`src/sv/dopfc_pkg.sv`:
```
// Types, constants and microcode ROM for the odd prime factor counter.
package dopfc_pkg;

  localparam int VALUE_W = 32;
  localparam int N_W     = 31;  // working quotient, sign bit dropped
  localparam int D_W     = 16;  // trial divisor, at most sqrt(2^31) + 2
  localparam int SQ_W    = 2 * D_W;
  localparam int COUNT_W = 4;
  localparam int PC_W    = 4;

  typedef logic [PC_W-1:0] pc_t;

  typedef enum logic [3:0] {
    OP_NOP,
    OP_SHR,     // drop a factor of two when the quotient is even
    OP_SQUARE,  // square the trial divisor
    OP_DIV_GO,  // divide quotient by trial divisor
    OP_COUNT,   // one more odd prime found
    OP_TAKE_Q,  // keep the quotient and divide it again
    OP_STEP_D,  // next odd trial divisor
    OP_TAIL,    // count a leftover prime above one
    OP_EMIT     // present the result
  } op_t;

  typedef enum logic [2:0] {
    C_NEVER,
    C_ALWAYS,
    C_SMALL,
    C_EVEN,
    C_SQ_GT,
    C_DIV_BUSY,
    C_REM_NZ,
    C_REM_Z
  } cond_t;

  typedef struct packed {
    op_t   op;
    cond_t cond;
    pc_t   target;
  } uword_t;

  localparam pc_t PC_SMALL  = 4'd0;
  localparam pc_t PC_STRIP  = 4'd1;
  localparam pc_t PC_SQUARE = 4'd2;
  localparam pc_t PC_CMP    = 4'd3;
  localparam pc_t PC_DIV    = 4'd4;
  localparam pc_t PC_WAIT1  = 4'd5;
  localparam pc_t PC_TEST   = 4'd6;
  localparam pc_t PC_COUNT  = 4'd7;
  localparam pc_t PC_TAKE   = 4'd8;
  localparam pc_t PC_WAIT2  = 4'd9;
  localparam pc_t PC_AGAIN  = 4'd10;
  localparam pc_t PC_NEXTD  = 4'd11;
  localparam pc_t PC_TAIL   = 4'd12;
  localparam pc_t PC_EMIT   = 4'd13;

  // Jump to target when the condition holds, otherwise fall through.
  function automatic uword_t ucode(input pc_t pc);
    uword_t w;
    w = '{OP_NOP, C_ALWAYS, PC_EMIT};
    unique case (pc)
      PC_SMALL:  w = '{OP_NOP,    C_SMALL,    PC_EMIT};
      PC_STRIP:  w = '{OP_SHR,    C_EVEN,     PC_STRIP};
      PC_SQUARE: w = '{OP_SQUARE, C_NEVER,    PC_SMALL};
      PC_CMP:    w = '{OP_NOP,    C_SQ_GT,    PC_TAIL};
      PC_DIV:    w = '{OP_DIV_GO, C_NEVER,    PC_SMALL};
      PC_WAIT1:  w = '{OP_NOP,    C_DIV_BUSY, PC_WAIT1};
      PC_TEST:   w = '{OP_NOP,    C_REM_NZ,   PC_NEXTD};
      PC_COUNT:  w = '{OP_COUNT,  C_NEVER,    PC_SMALL};
      PC_TAKE:   w = '{OP_TAKE_Q, C_NEVER,    PC_SMALL};
      PC_WAIT2:  w = '{OP_NOP,    C_DIV_BUSY, PC_WAIT2};
      PC_AGAIN:  w = '{OP_NOP,    C_REM_Z,    PC_TAKE};
      PC_NEXTD:  w = '{OP_STEP_D, C_ALWAYS,   PC_SQUARE};
      PC_TAIL:   w = '{OP_TAIL,   C_NEVER,    PC_SMALL};
      PC_EMIT:   w = '{OP_EMIT,   C_NEVER,    PC_SMALL};
      default:   w = '{OP_NOP,    C_ALWAYS,   PC_EMIT};
    endcase
    return w;
  endfunction

endpackage

```
`src/sv/dopfc_div.sv`:
```
// Bit-serial restoring divider: one quotient bit per cycle.
module dopfc_div (
  input  logic                      clk,
  input  logic                      rst,
  input  logic                      go,
  input  logic [dopfc_pkg::N_W-1:0] dividend,
  input  logic [dopfc_pkg::D_W-1:0] divisor,
  output logic                      busy,
  output logic [dopfc_pkg::N_W-1:0] quot,
  output logic [dopfc_pkg::D_W-1:0] rem
);
  import dopfc_pkg::*;

  localparam int CNT_W = $clog2(N_W);

  logic [CNT_W-1:0] cnt;
  logic [D_W-1:0]   dv;
  logic [D_W:0]     trial;
  logic [D_W:0]     diff;
  logic             ge;

  assign trial = {rem, quot[N_W-1]};
  assign diff  = trial - {1'b0, dv};
  assign ge    = trial >= {1'b0, dv};

  always_ff @(posedge clk) begin
    if (rst) begin
      busy <= 1'b0;
      cnt  <= '0;
    end else if (go) begin
      busy <= 1'b1;
      cnt  <= CNT_W'(N_W - 1);
    end else if (busy) begin
      if (cnt == '0) begin
        busy <= 1'b0;
      end
      cnt <= cnt - 1'b1;
    end
  end

  // remainder stays below the divisor, so a trial that fails fits in D_W bits
  always_ff @(posedge clk) begin
    if (go) begin
      quot <= dividend;
      rem  <= '0;
      dv   <= divisor;
    end else if (busy) begin
      rem  <= ge ? diff[D_W-1:0] : trial[D_W-1:0];
      quot <= {quot[N_W-2:0], ge};
    end
  end

endmodule

```
`src/sv/distinct_odd_prime_factor_count.sv`:
```
// Top level: microcoded trial-division counter of distinct odd prime factors.
// Pulse start while busy is low to hand in value; busy stays high while the
// item is worked on, and the count appears on odd_factor_count for the one
// cycle that done is high, with no way to hold it off. Negative values, zero
// and one give zero. Factors of two are stripped first, then every odd trial
// divisor up to the square root of the remaining quotient is tried in the
// bit-serial divider. A divisor that divides is counted once, and each extra
// division that takes it out starts the divider again. A new start is taken
// in the same cycle that done is high.
module distinct_odd_prime_factor_count (
  input  logic                          clk,
  input  logic                          rst,
  input  logic                          start,
  input  logic [dopfc_pkg::VALUE_W-1:0] value,
  output logic                          busy,
  output logic                          done,
  output logic [dopfc_pkg::COUNT_W-1:0] odd_factor_count
);
  import dopfc_pkg::*;

  pc_t                pc;
  uword_t             uw;
  logic               jump;
  logic [N_W-1:0]     n;
  logic [D_W-1:0]     d;
  logic [SQ_W-1:0]    sq;
  logic [COUNT_W-1:0] count;
  logic               div_go;
  logic               div_busy;
  logic [N_W-1:0]     div_quot;
  logic [D_W-1:0]     div_rem;
  logic [N_W-1:0]     div_dividend;

  assign uw = ucode(pc);

  always_comb begin
    case (uw.cond)
      C_NEVER:    jump = 1'b0;
      C_ALWAYS:   jump = 1'b1;
      C_SMALL:    jump = n < N_W'(2);
      C_EVEN:     jump = !n[0];
      C_SQ_GT:    jump = sq > SQ_W'(n);
      C_DIV_BUSY: jump = div_busy;
      C_REM_NZ:   jump = div_rem != '0;
      C_REM_Z:    jump = div_rem == '0;
      default:    jump = 1'b0;
    endcase
  end

  assign div_go       = busy && (uw.op == OP_DIV_GO || uw.op == OP_TAKE_Q);
  assign div_dividend = (uw.op == OP_TAKE_Q) ? div_quot : n;

  dopfc_div u_div (
    .clk      (clk),
    .rst      (rst),
    .go       (div_go),
    .dividend (div_dividend),
    .divisor  (d),
    .busy     (div_busy),
    .quot     (div_quot),
    .rem      (div_rem)
  );

  // sequencer
  always_ff @(posedge clk) begin
    if (rst) begin
      busy <= 1'b0;
      done <= 1'b0;
      pc   <= PC_SMALL;
    end else begin
      done <= 1'b0;
      if (start && !busy) begin
        busy <= 1'b1;
        pc   <= PC_SMALL;
      end else if (busy) begin
        pc <= jump ? uw.target : pc + 1'b1;
        if (uw.op == OP_EMIT) begin
          busy <= 1'b0;
          done <= 1'b1;
        end
      end
    end
  end

  // datapath; a negative value loads as zero and falls out as "small"
  always_ff @(posedge clk) begin
    if (start && !busy) begin
      n     <= value[VALUE_W-1] ? '0 : value[N_W-1:0];
      d     <= D_W'(3);
      count <= '0;
    end else if (busy) begin
      case (uw.op)
        OP_SHR: begin
          if (!n[0]) begin
            n <= n >> 1;
          end
        end
        OP_SQUARE: sq <= d * d;
        OP_COUNT:  count <= count + 1'b1;
        OP_TAKE_Q: n <= div_quot;
        OP_STEP_D: d <= d + D_W'(2);
        OP_TAIL: begin
          if (n > N_W'(1)) begin
            count <= count + 1'b1;
          end
        end
        OP_EMIT:   odd_factor_count <= count;
        default: ;
      endcase
    end
  end

  a_done_idle: assert property (@(posedge clk) disable iff (rst) done |-> !busy)
    else $error("done while busy");
  a_done_pulse: assert property (@(posedge clk) disable iff (rst) done |=> !done)
    else $error("done longer than one cycle");
  a_count_range: assert property (@(posedge clk) disable iff (rst)
    done |-> odd_factor_count <= COUNT_W'(8))
    else $error("count out of range");
  a_start_takes: assert property (@(posedge clk) disable iff (rst)
    start && !busy |=> busy)
    else $error("start not taken");
  a_div_idle_go: assert property (@(posedge clk) disable iff (rst)
    div_go |-> !div_busy)
    else $error("divider restarted while running");

endmodule

```
`config.mk`:
```
export PLATFORM = sky130hd
export DESIGN_NAME = distinct_odd_prime_factor_count
export DESIGN_NICKNAME = d
export VERILOG_FILES = /design/src/sv/dopfc_pkg.sv /design/src/sv/dopfc_div.sv /design/src/sv/distinct_odd_prime_factor_count.sv
export SDC_FILE = /design/constraint.sdc
export NUM_CORES = 1
export LEC_CHECK = 0
export ABC_AREA = 1
export BUFFER_PORTS_ARGS = -buffer_cell sky130_fd_sc_hd__buf_4
export CELL_PAD_IN_SITES_DETAIL_PLACEMENT = 0
export CELL_PAD_IN_SITES_GLOBAL_PLACEMENT = 1
export CORE_MARGIN = 1
export CORE_UTILIZATION = 53
export DETAILED_ROUTE_END_ITERATION = 6
export PLACE_DENSITY_LB_ADDON = 0.1
export SLEW_MARGIN = 20
export SYNTH_ARGS = -nofsm -noshare
export SYNTH_HDL_FRONTEND = slang
export SYNTH_SLANG_ARGS = --single-unit
```
`constraint.sdc`:
```
create_clock -name clk -period 9.5 [get_ports clk]
set_input_delay 0.95 -clock clk [delete_from_list [all_inputs] [get_ports clk]]
set_output_delay 0.95 -clock clk [all_outputs]
set_load 0.01 [all_outputs]
```
Word level (Yosys, flattened, before mapping)
Memories as Yosys holds them, arrays and structs flattened. A register that Yosys moved wholly into a read port is not among the register bits.
Cells that the tools add are included.

storage, ports and cells
  logic and storage cells = 93
  output and inout bits = 6
  ROM bits = 176
  bits in registers = 162
  memories = 1
  input port bits = 35

memories
  name              depth  bits a word  read ports  clocked after memory_dff  wr ports  RTL line         text
  (name not given)  16     11           1           1                         0         dopfc_pkg.sv:61  unique case (pc)

cells by class
  $add $sub $neg = 5
  mux-type cells = 24
  order comparisons = 4
  reductions and logical operators = 23
  equality and inequality tests = 18
  bitwise operators = 2
  $mul = 1

operators by type and width
  cell                                                                           count
  31-bit two-way mux                                                             7
  31-bit one-hot mux with 2 select lines                                         1
  32-bit by 31-bit > comparator with 1-bit output                                1
  16-bit by 16-bit multiplier with 32-bit output                                 1
  31-bit by 1-bit > comparator with 1-bit output, second input constant          1
  31-bit by 2-bit less-than comparator with 1-bit output, second input constant  1
  17-bit by 16-bit >= comparator with 1-bit output                               1
  16-bit by 2-bit adder with 16-bit output, second input constant                1
  4-bit by 3-bit == test with 1-bit output, second input constant                4
  16-bit zero test                                                               1
  16-bit two-way mux                                                             1
  4-bit two-way mux                                                              4
  16-bit nonzero test                                                            1
  16-bit subtractor                                                              1
  3-bit == test, second input constant                                           4
  3-bit AND reduction                                                            4
  5-bit two-way mux                                                              2
  4-bit by 1-bit adder with 4-bit output, second input constant                  2
  4-bit by 2-bit == test with 1-bit output, second input constant                2
  1-bit one-hot mux with 8 select lines                                          1
  4-bit one-hot mux with 2 select lines                                          1
  1-bit two-way mux                                                              7
  3-bit by 2-bit == test with 1-bit output, second input constant                2
  2-bit AND reduction                                                            3
  16 further kinds                                                               23

Logic depth before layout (Yosys ltp)
  depth in word-level cells = 5
  gate-level depth with buffers = 29
  depth with buffers taken out = 27

By module
Synthesis repeated with hierarchy kept, for this count alone.

second synthesis, totals
  cells, all modules = 2126
  area, all modules = 17036.3 um^2

modules (own cells, without submodules)
  module                           sequential area each (um^2)  instances  area an instance (um^2)  cells each
  distinct_odd_prime_factor_count  2672.6                       1          13091.3                  1618
  dopfc_div                        1851.8                       1          3945.0                   508

Least setup slack after synthesis
OpenSTA, ideal clock, no wires.

  kind = reg-to-reg
  start point = register d[1]
  end point = register sq[29], data pin
  setup slack = 3.574 ns
  setup time = 0.260 ns
  stages on the path, launching flop included = 23
  arrival = 5.666 ns
  cells stage by stage = dfxtp_1 clkbuf_1 buf_1 nand2_1 fa_1 inv_1 fa_1 fa_1 fa_1 fa_1 inv_1 fa_1 inv_1 ha_1 a21oi_1 o21a_1 o21ai_0 nand2_1 nand3_1 a31o_2 nand3_1 nand2_1 xor2_1

between the ends
  longest elaborated chain between the ends = 1

RTL lines
  item                                            RTL line                                text
  start, declared                                 distinct_odd_prime_factor_count.sv:25   logic [D_W-1:0] d;
  start signal, assigned                          distinct_odd_prime_factor_count.sv:101  OP_STEP_D: d <= d + D_W'(2);
  16-bit by 16-bit multiplier with 32-bit output  distinct_odd_prime_factor_count.sv:98   OP_SQUARE: sq <= d * d;
  end signal, assigned                            distinct_odd_prime_factor_count.sv:98
  end, declared                                   distinct_odd_prime_factor_count.sv:26   logic [SQ_W-1:0] sq;

Every way passes these cells.
A chain may end at the register's enable or synchronous reset.

Final worst setup path
  start point = register d[7]
  end point = register sq[26], data pin

The elaborated chain is that of the path after synthesis.

==> results.txt <==
status: finished clean
Setup violations, final: 0
Worst R2R Start: d[7]
asr flop ratio synth: 0
Worst setup EP type: flop
CTS tree: built
Post-synth top cells: 476 x inv_1, 365 x nand2_1, 165 x fa_1
CP max FO: 17
global-route wire length before repair: 64,100 µm
Rows: 63
pre-CTS WS: 2910 ps
DPL Wire Length: 29,000 µm
Net count, final: 2,298
PD cells: 99.4 nW/µm²
postcts setup bufs: 0
RSZ-0062 raised after global routing: false
# fillers: 2,770
number of I/O pins: 41
Pre-antenna DRT Iters: 5
Post-synth EDFFs: 111
number of DRC markers in iteration 0: 629
die area: 31,300 µm²
Max Slew Vio Count: 0
chip width: 177 µm
Final period util: 0.702
cells along the critical path: inv_1, fa_1, inv_1, fa_1, inv_1, fa_1, inv_1, fa_1, fa_1, inv_1, fa_1, inv_1, ha_1, nand2_1, nor2_1, nand4_1, o21ai_0, nand2_1, nand2_1, nand2_1, nand2_1, a21oi_1, xnor2_1
H-tree lvl count: 4
most common cell in the netlist: inv_1
cts repair resizes: 0
Max IR drop VDD: 128 µV
fin crit period: 6670 ps
antenna-violating nets left: 0
Clock Latency Late Sink: 470 ps
CTS Hold Bufs: 0
Req. time, crit path: 9710 ps
Critical Path Start Type: flop
Post-Syn Nets: 2,287
top cells by area, synth: edfxtp_1 21%, fa_1 20%, ha_1 12%
slew margin rel.: 0.303
Arr. time, crit path: 6880 ps
Routed WL per cell: 16.1 µm
initial cell density of the core: 0.543
ys flop type: edfxtp_1
Area growth syn-to-layout: 7.37%
PnR worst setup slack: 2830 ps
RD Place Congestion: 0.869
initial antenna violation count: 0
CTS sink cnt: 169
Tot GR Track Use: 0.265
vias per cell: 5.22
synthesized area per cell: 8.40 µm²
CTS root buffer: clkbuf_16
CP max stage delay: 880 ps
Post-Route WL: 37,700 µm
hold wc startpoint: count[3]
antenna fix cells: 0
worst min-delay path class: flop to flop
top cell type's share of synthesized area: 0.205
beginning of the critical path: d[7]
setup tns final: 0 ps
worst setup path category: flop to flop
TritonCTS Buffers: 17
Netlist cell types: 50
Synth area leader: edfxtp_1
Slew @ Worst Pin: 1040 ps
Slowest cell on crit path: dfxtp_1
Yosys reg bits: 169
Remaining DRCs: 0
via count: 12.2k
GRT Residual Overflow: 0
Fmax: 0.150 GHz
synth warn: 0
Die Span Y: 177 µm
Cells after Synth: 1,932
clk buf depth: 2
Setup Skew: 18.4 ps
post-synthesis sequential area ratio: 0.277
vias in the first global route: 12.8k
share of layout cells above drive strength 1: 0.0567
clk slew on worst S/H paths: 80 ps
Final Hold Fails: 0
Core Box Area: 29,900 µm²
pin count of the biggest net entering global routing: 65
Max-Cap Viols: 0
Cell Area, Synth: 16,200 µm²
Leakage: 9.48 nW
I/O Buffers: 40
registers in the layout, summed over array words and instances (netlist names), 4 cells and up:
signal	cells
n	31
u_div.quot	31
sq	30
u_div.rem	16
d	15
u_div.dv	15
uw	11
u_div.cnt	5
count	4
odd_factor_count	4
pc	4
through the flow:
stage                      util  power (mW)  cells  hold slack [ps]  area [µm²]
final                     0.583        1.73   2346              431       17400
after global routing      0.583        1.81   2346              456       17400
after CTS                 0.583        1.75   2346              435       17400
after detailed placement  0.564        1.05   2314              416       16800
after global placement    0.564        1.04   2314              415       16800
after floorplan               -       0.989   1932              406       16200
path summary, 6_finish.rpt:
check	slack, ps	end	cells past startpoint
min reg2reg	430	odd_factor_count[3]	0
min	430	odd_factor_count[3]	0
max reg2reg	2830	sq[26]	23
max	2830	sq[26]	23
final cells by class:
class                      count  area [µm²]  share of cell area
multi-input combinational   1226        9690               0.556
sequential                   169        4490               0.258
inverter                     480        1810               0.104
tap                          390         488              0.0280
clock buffer                  17         425              0.0244
timing repair buffer          49         368              0.0211
clock inverter                15         149             0.00855
critical path: cells and delay by family, from the launching register on:
| kind | cells | cell delay (ps) |
|---|---|---|
| adder cells (fa/ha/maj) | 7 | 3520 |
| flip-flops | 1 | 880 |
| AND/OR/NAND/NOR | 7 | 840 |
| AO/OA/AOI/OAI | 2 | 440 |
| buffers and inverters | 6 | 610 |
| XOR/XNOR | 1 | 120 |
report_power, final:
part           switching (mW)  internal [mW]  leakage (nW)
registers              0.0209          0.808          1.48
logic                   0.126         0.0745          7.72
clock network           0.352          0.350         0.279
total                   0.499           1.23          9.48
placed cells by master, fill, tap and decap left out, types with 4 or more instances in the layout:
master	n
inv_6	4
o22ai_1	31
a21oi_1	111
nor3_1	18
nor2_2	4
buf_4	49
xor2_1	31
nand2_2	8
nand4_1	9
dfxtp_1	58
o21a_1	4
ha_1	155
nand3_1	52
a21o_1	6
nand2_1	365
clkbuf_16	17
edfxtp_1	111
inv_8	6
o21bai_1	4
nor2_1	83
inv_1	476
o21ai_0	104
o211ai_1	16
fa_1	165
xnor2_1	21
routing by layer:
metal	wire length [µm]	GRT usage	vias up
met5	0	0	-
met2	19000	0.465	228
met4	912	0.0844	0
met1	16500	0.337	5885
met3	1310	0.0326	56
li1	-	-	6074
logic make-up (layout without fill, tap and decap cells):
group | after synthesis | count (layout) | share of synthesized area
AO/OA/AOI/OAI | 297 | 297 | 0.102
XOR/XNOR | 52 | 52 | 0.0281
adder cells (fa/ha/maj) | 320 | 320 | 0.323
buffers and inverters | 537 | 561 | 0.126
flip-flops | 169 | 169 | 0.277
AND/OR/NAND/NOR | 557 | 557 | 0.144
(Power assumes the default switching activity.)
